$ cat config.mk
export PLATFORM = sky130hd
export DESIGN_NAME = point_in_polygon_winding
export DESIGN_NICKNAME = d
export VERILOG_FILES = /design/src/pipw_pkg.sv /design/src/pipw_edge_prod.sv /design/src/pipw_accum.sv /design/src/point_in_polygon_winding.sv
export SDC_FILE = /design/constraint.sdc
export NUM_CORES = 2
export LEC_CHECK = 0
export ABC_AREA = 1
export BUFFER_PORTS_ARGS = -buffer_cell sky130_fd_sc_hd__buf_4
export CELL_PAD_IN_SITES_DETAIL_PLACEMENT = 0
export CELL_PAD_IN_SITES_GLOBAL_PLACEMENT = 1
export CORE_ASPECT_RATIO = 1.75
export CORE_MARGIN = 2
export CORE_UTILIZATION = 35
export DETAILED_ROUTE_END_ITERATION = 12
export MAX_ROUTING_LAYER = met4
export PLACE_DENSITY_LB_ADDON = 0.1
export SYNTH_ARGS = -nofsm -noshare
export SYNTH_HDL_FRONTEND = slang
export SYNTH_HIERARCHICAL = 1
export SYNTH_SLANG_ARGS = --single-unit
$ cat constraint.sdc
create_clock -name clk -period 10.2 [get_ports clk]
set_input_delay 2.04 -clock clk [delete_from_list [all_inputs] [get_ports clk]]
set_output_delay 2.04 -clock clk [all_outputs]
set_load 0.05 [all_outputs]
$ cat src/pipw_pkg.sv
package pipw_pkg;

  localparam int COORD_BITS = 16;
  localparam int REL_BITS   = COORD_BITS + 1;
  localparam int PROD_BITS  = 2 * REL_BITS;
  localparam int CROSS_BITS = PROD_BITS + 1;
  localparam int SUM_BITS   = 13;
  localparam int DELTA_BITS = 3;
  localparam int SUM_MAX    = 2048;
  localparam int SUM_MIN    = -2048;

  typedef logic signed [COORD_BITS-1:0] coord_t;
  typedef logic signed [REL_BITS-1:0]   rel_t;
  typedef logic signed [PROD_BITS-1:0]  prod_t;
  typedef logic signed [CROSS_BITS-1:0] cross_t;
  typedef logic signed [SUM_BITS-1:0]   sum_t;
  typedef logic signed [DELTA_BITS-1:0] delta_t;

  localparam delta_t DELTA_NONE     = 3'sd0;
  localparam delta_t DELTA_HALF_UP  = 3'sd1;
  localparam delta_t DELTA_HALF_DN  = -3'sd1;
  localparam delta_t DELTA_FULL_UP  = 3'sd2;
  localparam delta_t DELTA_FULL_DN  = -3'sd2;

  typedef struct packed {
    coord_t x;
    coord_t y;
  } point_t;

  typedef struct packed {
    logic  ys_neg;
    logic  ys_zero;
    logic  ye_neg;
    logic  ye_zero;
    logic  xs_pos;
    logic  xe_pos;
    prod_t p_se;
    prod_t p_es;
  } edge_prod_t;

  typedef struct packed {
    logic       first;
    logic       last;
    edge_prod_t e_prev;
    edge_prod_t e_close;
  } stage_t;

  function automatic sum_t sat_add(sum_t s, delta_t d);
    logic signed [SUM_BITS:0] t;
    t = {s[SUM_BITS-1], s} + {{(SUM_BITS + 1 - DELTA_BITS){d[DELTA_BITS-1]}}, d};
    if (t > (SUM_BITS + 1)'(SUM_MAX)) begin
      return sum_t'(SUM_MAX);
    end else if (t < (SUM_BITS + 1)'(SUM_MIN)) begin
      return sum_t'(SUM_MIN);
    end
    return t[SUM_BITS-1:0];
  endfunction

endpackage

$ cat src/pipw_edge_prod.sv
module pipw_edge_prod
  import pipw_pkg::*;
(
  input  point_t     start_pt,
  input  point_t     end_pt,
  input  point_t     query_pt,
  output edge_prod_t prod
);

  rel_t xs;
  rel_t ys;
  rel_t xe;
  rel_t ye;

  assign xs = {start_pt.x[COORD_BITS-1], start_pt.x} - {query_pt.x[COORD_BITS-1], query_pt.x};
  assign ys = {start_pt.y[COORD_BITS-1], start_pt.y} - {query_pt.y[COORD_BITS-1], query_pt.y};
  assign xe = {end_pt.x[COORD_BITS-1], end_pt.x} - {query_pt.x[COORD_BITS-1], query_pt.x};
  assign ye = {end_pt.y[COORD_BITS-1], end_pt.y} - {query_pt.y[COORD_BITS-1], query_pt.y};

  always_comb begin
    prod.ys_neg  = ys[REL_BITS-1];
    prod.ys_zero = (ys == '0);
    prod.ye_neg  = ye[REL_BITS-1];
    prod.ye_zero = (ye == '0);
    prod.xs_pos  = !xs[REL_BITS-1] && (xs != '0);
    prod.xe_pos  = !xe[REL_BITS-1] && (xe != '0);
    prod.p_se    = ys * xe;
    prod.p_es    = xs * ye;
  end

endmodule

$ cat src/pipw_accum.sv
module pipw_accum
  import pipw_pkg::*;
(
  input  logic   clk,
  input  logic   rst,
  input  logic   s_valid,
  input  stage_t s,
  output logic   s_ready,
  output logic   out_valid,
  input  logic   out_ready,
  output logic   inside_res,
  output sum_t   winding_halves
);

  sum_t               sum;
  sum_t               sum_next;
  sum_t               sum_mid;
  sum_t               base;
  delta_t             d_prev;
  delta_t             d_close;
  logic [SUM_BITS-1:0] mag;
  logic               go;

  function automatic delta_t edge_delta(edge_prod_t e);
    cross_t xprod;
    logic   ys_pos;
    logic   ye_pos;
    logic   opposite;
    logic   right;
    xprod   = e.p_se - e.p_es;
    ys_pos  = !e.ys_neg && !e.ys_zero;
    ye_pos  = !e.ye_neg && !e.ye_zero;
    opposite = (e.ys_neg && ye_pos) || (ys_pos && e.ye_neg);
    right   = ys_pos ? (!xprod[CROSS_BITS-1] && (xprod != '0)) : xprod[CROSS_BITS-1];
    priority if (opposite) begin
      return right ? (e.ys_neg ? DELTA_FULL_UP : DELTA_FULL_DN) : DELTA_NONE;
    end else if (e.ys_zero && e.xs_pos) begin
      return e.ye_zero ? DELTA_NONE : (ye_pos ? DELTA_HALF_UP : DELTA_HALF_DN);
    end else if (e.ye_zero && e.xe_pos) begin
      return e.ys_zero ? DELTA_NONE : (e.ys_neg ? DELTA_HALF_UP : DELTA_HALF_DN);
    end else begin
      return DELTA_NONE;
    end
  endfunction

  always_comb begin
    base     = s.first ? '0 : sum;
    d_prev   = s.first ? DELTA_NONE : edge_delta(s.e_prev);
    sum_mid  = sat_add(base, d_prev);
    d_close  = s.last ? edge_delta(s.e_close) : DELTA_NONE;
    sum_next = sat_add(sum_mid, d_close);
    mag      = sum_next[SUM_BITS-1] ? SUM_BITS'(-sum_next) : sum_next;
  end

  assign go      = s_valid && (!s.last || !out_valid || out_ready);
  assign s_ready = !s_valid || go;

  always_ff @(posedge clk) begin
    if (rst) begin
      sum       <= '0;
      out_valid <= 1'b0;
    end else begin
      if (go) begin
        sum <= sum_next;
      end
      priority if (go && s.last) begin
        out_valid <= 1'b1;
      end else if (out_ready) begin
        out_valid <= 1'b0;
      end
    end
  end

  always_ff @(posedge clk) begin
    if (go && s.last) begin
      winding_halves <= sum_next;
      inside_res     <= mag[1];
    end
  end

endmodule

$ cat src/point_in_polygon_winding.sv
// Winding-number point-in-polygon test over a stream of vertices.
// Input channel (in_valid/in_ready): one polygon vertex per request, with
// first_vertex marking the start of a polygon (query_x/query_y are taken
// only there) and last_vertex closing it. A vertex may be both first and last.
// Output channel (out_valid/out_ready): one result per polygon, sent after
// its last vertex: winding_halves is the winding sum in half units,
// saturated to -2048..2048, and inside_res is bit 1 of its magnitude.
// Throughput: one vertex per cycle, sustained while the receiver takes results.
// After the last vertex is accepted, its result passes through the input
// register and the product stage and is then accumulated into the result
// register.
// Reset clears all pipeline valids, the query, first and previous points and
// the winding sum; vertices sent before any first vertex use these zeros.
// When the receiver stalls, the result register holds and vertices that
// produce no result keep flowing; in_ready drops only once the input
// register, the product stage and the result register are all occupied.
module point_in_polygon_winding
  import pipw_pkg::*;
(
  input  logic   clk,
  input  logic   rst,
  input  logic   in_valid,
  output logic   in_ready,
  input  coord_t query_x,
  input  coord_t query_y,
  input  coord_t vert_x,
  input  coord_t vert_y,
  input  logic   first_vertex,
  input  logic   last_vertex,
  output logic   out_valid,
  input  logic   out_ready,
  output logic   inside_res,
  output sum_t   winding_halves
);

  logic       s0_valid;
  point_t     s0_query;
  point_t     s0_vert;
  logic       s0_first;
  logic       s0_last;
  logic       s0_go;
  logic       s1_valid;
  logic       s1_ready;
  stage_t     s1;
  stage_t     s1_next;
  point_t     query_pt;
  point_t     first_pt;
  point_t     prev_pt;
  point_t     close_query;
  point_t     close_first;
  edge_prod_t prod_prev;
  edge_prod_t prod_close;
  logic [SUM_BITS-1:0] out_mag;

  assign in_ready    = !s0_valid || s1_ready;
  assign s0_go       = s0_valid && s1_ready;
  assign close_query = s0_first ? s0_query : query_pt;
  assign close_first = s0_first ? s0_vert : first_pt;

  pipw_edge_prod u_prev (
    .start_pt (prev_pt),
    .end_pt   (s0_vert),
    .query_pt (query_pt),
    .prod     (prod_prev)
  );

  pipw_edge_prod u_close (
    .start_pt (s0_vert),
    .end_pt   (close_first),
    .query_pt (close_query),
    .prod     (prod_close)
  );

  always_comb begin
    s1_next.first   = s0_first;
    s1_next.last    = s0_last;
    s1_next.e_prev  = prod_prev;
    s1_next.e_close = prod_close;
  end

  always_ff @(posedge clk) begin
    if (rst) begin
      s0_valid <= 1'b0;
      s1_valid <= 1'b0;
      query_pt <= '0;
      first_pt <= '0;
      prev_pt  <= '0;
    end else begin
      if (in_ready) begin
        s0_valid <= in_valid;
      end
      if (s1_ready) begin
        s1_valid <= s0_valid;
      end
      if (s0_go) begin
        prev_pt <= s0_vert;
        if (s0_first) begin
          query_pt <= s0_query;
          first_pt <= s0_vert;
        end
      end
    end
  end

  always_ff @(posedge clk) begin
    if (in_valid && in_ready) begin
      s0_query <= '{x: query_x, y: query_y};
      s0_vert  <= '{x: vert_x, y: vert_y};
      s0_first <= first_vertex;
      s0_last  <= last_vertex;
    end
    if (s0_go) begin
      s1 <= s1_next;
    end
  end

  pipw_accum u_accum (
    .clk            (clk),
    .rst            (rst),
    .s_valid        (s1_valid),
    .s              (s1),
    .s_ready        (s1_ready),
    .out_valid      (out_valid),
    .out_ready      (out_ready),
    .inside_res     (inside_res),
    .winding_halves (winding_halves)
  );

  assign out_mag = winding_halves[SUM_BITS-1] ? SUM_BITS'(-winding_halves) : winding_halves;

  a_range: assert property (@(posedge clk) disable iff (rst)
    out_valid |-> (winding_halves >= sum_t'(SUM_MIN)) && (winding_halves <= sum_t'(SUM_MAX)))
    else $error("winding sum out of saturation range");

  a_inside: assert property (@(posedge clk) disable iff (rst)
    out_valid |-> (inside_res == out_mag[1]))
    else $error("inside flag disagrees with winding sum");

  a_full: assert property (@(posedge clk) disable iff (rst)
    !in_ready |-> s0_valid && s1_valid && out_valid && !out_ready)
    else $error("input stalled with room in the pipeline");

  a_last: assert property (@(posedge clk) disable iff (rst)
    $rose(out_valid) |-> $past(s1_valid && s1.last))
    else $error("result without a closing vertex");

endmodule

Word-level counts from Yosys, hierarchy flattened
Cells that the tools add are included.
{"block": "op_classes", "n_addsub": 13, "n_mul": 4, "order_cmp": 4, "muxes": 38, "n_reduce_logical": 57}
{"cell": "$mul 17x17->34", "count": 4}
{"cell": "$sub 16x16->17", "count": 8}
{"cell": "$mux 13", "count": 7}
{"cell": "$reduce_bool 35->1", "count": 2}
{"cell": "$sub 34x34->35", "count": 2}
{"cell": "$logic_not 17->1", "count": 4}
{"cell": "$reduce_bool 17->1", "count": 4}
{"cell": "$mux 32", "count": 2}
{"cell": "$mux 3", "count": 20}
{"cell": "$add 13x3->14", "count": 2}
{"cell": "$gt 14x13->1 const B", "count": 2}
{"cell": "$lt 14x12->1 const B", "count": 2}
{"cell": "$logic_and 1x1->1", "count": 22}
{"cell": "$logic_not 1->1", "count": 18}
{"cell": "$mux 1", "count": 8}
{"cell": "$logic_or 1x1->1", "count": 6}
{"cell": "$mux 2", "count": 1}
{"cell": "$neg 2->2", "count": 1}
{"cell": "$reduce_bool 2->1", "count": 1}
{"block": "word_totals", "reg_bits": 342, "input_bits": 70}

Depth between registers and ports, before layout
{"block": "logic_depth", "ltp_word": 19, "depth_mapped": 52}

Modules after synthesis
Netlist, hierarchy kept.
{"mod": "pipw_edge_prod at u_prev", "instances": 1, "cells_per_inst": 3195, "area_per_inst_um2": 25221.7, "seq_area_each_um2": 0.0}
{"mod": "pipw_edge_prod at u_close", "instances": 1, "cells_per_inst": 3212, "area_per_inst_um2": 25104.1, "seq_area_each_um2": 0.0}
{"mod": "point_in_polygon_winding", "instances": 1, "cells_per_inst": 1040, "area_per_inst_um2": 11365.9, "seq_area_each_um2": 8448.1}
{"mod": "pipw_accum", "instances": 1, "cells_per_inst": 1506, "area_per_inst_um2": 8199.1, "seq_area_each_um2": 700.7}

Worst setup path after synthesis
No wires, ideal clock.
{"block": "synth_path", "path_type": "register -> register", "startpoint": "reg s0_first", "endpoint": "reg s1[64] (netlist bit), data pin", "setup_ps": 262, "t_arrival_ps": 7285, "required_ps": 9938, "setup_slack_ps": 2652, "path_stages_with_launch": 27, "path_buffers": 2, "cell_sequence": "edfxtp_1 inv_2 clkbuf_1 nand2_1 nand2_1 inv_1 ha_1 fa_1 xnor2_1 clkinv_1 nor2_1 fa_1 fa_1 fa_1 fa_1 fa_1 fa_1 ha_1 clkbuf_1 nand2_1 nor3_1 nand3_1 nand3_1 nand2_1 nand3_1 a21oi_1 xor2_1"}
{"element": "start: declaration", "line_no": "point_in_polygon_winding.sv:39", "text": "logic s0_first;"}
{"element": "start signal: assignment", "line_no": "point_in_polygon_winding.sv:109", "text": "s0_first <= first_vertex;"}
{"element": "end signal: assignment", "line_no": "point_in_polygon_winding.sv:113", "text": "s1 <= s1_next;"}
{"element": "end: declaration", "line_no": "point_in_polygon_winding.sv:44", "text": "stage_t s1;"}

==> results.cfg <==
[status]
status = finished, final reports clean

[sta]
hold_violations = 0
slew_headroom = 0.234
rsz0062_at_grt = false
period_share = 0.929
fin_tns_setup_ns = 0
clock.fmax_ghz = 0.106
timing.hold.ws_ns = 0.439
finalMaxSlewViolations = 0
worst_slew_pin_slew_ns = 1.15
skew_ns = 0.0614
finalCriticalPeriod_ns = 9.48
setup_viol = 0

[setup_path]
r2r_slack_ns = 0.72
r2r_start = s0_first
worstSetupStartpointType = register
worst-r2r-cell-count = 38
crit_arrival_ns = 9.87
crit_top_cell = nand2_1
critPathMaxFanout = 24
r2r_end = s1[33]
end_kind = register
setup.worst_path.class = reg2reg
slowest_delay_ns = 0.75
cp.required_ns = 10.59
slowest_stage = clkinv_1

[hold_path]
hold_end = s1[148]
min_from = s0_last
worstHoldPathCells = 0
hold_class = reg2reg

[global_routing]
grt_max_degree = 112
grt_util_met1 = 0.258
met2_usage = 0.517
grt_pass1_vias = 61700
overflow = 0
met3_usage = 0.0214
grtUsageTotal = 0.273
antenna_found_initial = 13
gr-max-usage-layer = met2
grt_first_pass_wirelength_mm = 395

[synth]
synth_top_flop_cell = edfxtp_1
yosysUniqueCellTypes = 68
ys_seq_area_frac = 0.131
yosysTopAreaCell = fa_1
yosysTopAreaCellShare = 0.343
synth.cell_area_mm2 = 0.0699
syn_nets = 10800
synth_cells = 8953
yosysWarnings = 6
synth_area_per_cell_um2 = 7.81
synth_area_leaders = fa_1, inv_1, nand2_1
synth_edf_count = 230
ys_seq_elements = 342
async_reset_ff_frac = 0

[drt]
dr.pass1.iters = 6
wl_per_cell_um = 23.0
drtIter0Drc = 3024
routed-via-count = 57500
final_antenna_net_count = 0
via_per_inst = 4.92
routed_wl_mm = 269
drc = 0

[clocking]
ctsResizeCount = 0
htree_num_levels = 2
cts_hold_buf = 0
cts_buffer_depth = 3
clkTransAtPathRegs_ns = 0.06
post-cts-setup-buffers = 0
root_buffer = clkbuf_16
cts_inserted_buffers = 43
clk_latency_ns = 0.69
tritoncts = yes
cts.sinks = 342

[placed_design]
dpl.hpwl_mm = 231
io_buffers = 85
gp_congestion = 0.966

[floorplan]
fp.dieH_um = 595
ioPinCount = 86
num_rows = 217
start_util = 0.351
core_area_mm2 = 0.199
dieArea_mm2 = 0.203
fp.dieW_um = 342

[final_layout]
fillCellCount = 21100
nNetsFinal = 10800
layout_commonest_cell = inv_1
register_area_mm2 = 0.00915
drive_above_1_share = 0.0480
area_delta_synth_final_pct = 7.99
layout_common_cells = inv_1, nand2_1, fa_1
final_util = 0.379
multi_input_area_mm2 = 0.0517

[run]
cap_violations = 0
-- synthesized netlist by cell type, types with 25 or more instances --
| library cell | count |
|---|---|
| buf_2 | 53 |
| ha_1 | 562 |
| nand4_1 | 70 |
| nor2_2 | 33 |
| nor2_1 | 961 |
| o21bai_1 | 29 |
| dfxtp_1 | 112 |
| edfxtp_1 | 230 |
| nand2_1 | 1995 |
| inv_1 | 2180 |
| xnor2_1 | 74 |
| clkinv_1 | 29 |
| clkbuf_1 | 99 |
| o21ai_0 | 162 |
| nand3_1 | 264 |
| a21oi_1 | 373 |
| nor3_1 | 68 |
| xor2_1 | 146 |
| o21ai_1 | 25 |
| fa_1 | 1196 |
-- flip-flops by register name (all words and copies together) (netlist names), 13 cells and up --
name                    flops
s1                        150
first_pt                   32
prev_pt                    32
query_pt                   32
s0_query                   32
s0_vert                    32
u_accum/sum                13
u_accum/winding_halves     13
-- metal layers --
layer | share of wire | routed length [µm] | up-vias
met1 | 0.33 | 88600 | 28700
met5 | 0 | 0 | -
met2 | 0.55 | 149000 | 1293
met4 | 0.088 | 23700 | 0
li1 | - | - | 26900
met3 | 0.028 | 7640 | 544
-- layout make-up --
| cell class | instances | share of cell area |
|---|---|---|
| Sequential cell | 342 | 0.121 |
| Antenna cell | 11 | 0.000365 |
| Multi-Input combinational cell | 6215 | 0.684 |
| Clock inverter | 32 | 0.00552 |
| Inverter | 2227 | 0.111 |
| Clock buffer | 48 | 0.0148 |
| Tap cell | 2628 | 0.0436 |
| Timing Repair Buffer | 190 | 0.0192 |
-- worst max-delay path, delay by kind of cell, from the launching register on --
family                   cells  cell delay, ns
adder cells (fa/ha/maj)      8            3.55
AND/OR/NAND/NOR             17            2.31
buffers and inverters        8            1.80
AO/OA/AOI/OAI                4            0.91
flip-flops                   1            0.45
XOR/XNOR                     1            0.15
-- worst max-delay path by stage --
stage | from | end | slack, ns
floorplan | s0_first | s1[64] | 2.65
global placement | s0_first | s1[33] | 0.73
detailed placement | s0_first | s1[33] | 0.83
CTS | s0_first | s1[33] | 0.85
global route | s0_first | s1[33] | 0.35
finish | s0_first | s1[33] | 0.72
-- metrics by stage --
step           instance area (µm²)  std cells  setup slack, ns
2_1_floorplan                69900       8953             2.65
4_1_cts                      75400      11700            0.854
3_3_place_gp                 73900      11600            0.731
5_1_grt                      75500      11700            0.354
3_5_place_dp                 73900      11600            0.830
6_report                     75500      11700            0.722
-- logic make-up after synthesis --
kind of cell,share of synthesized area
buf+inv,0.131
flops,0.131
mux,0.000143
fa+ha+maj,0.443
xor+xnor,0.0319
compound gates,0.0603
simple gates,0.203
Power is not shown: default switching activity piles up to over one toggle a cycle in this logic, so the estimate is an artifact.
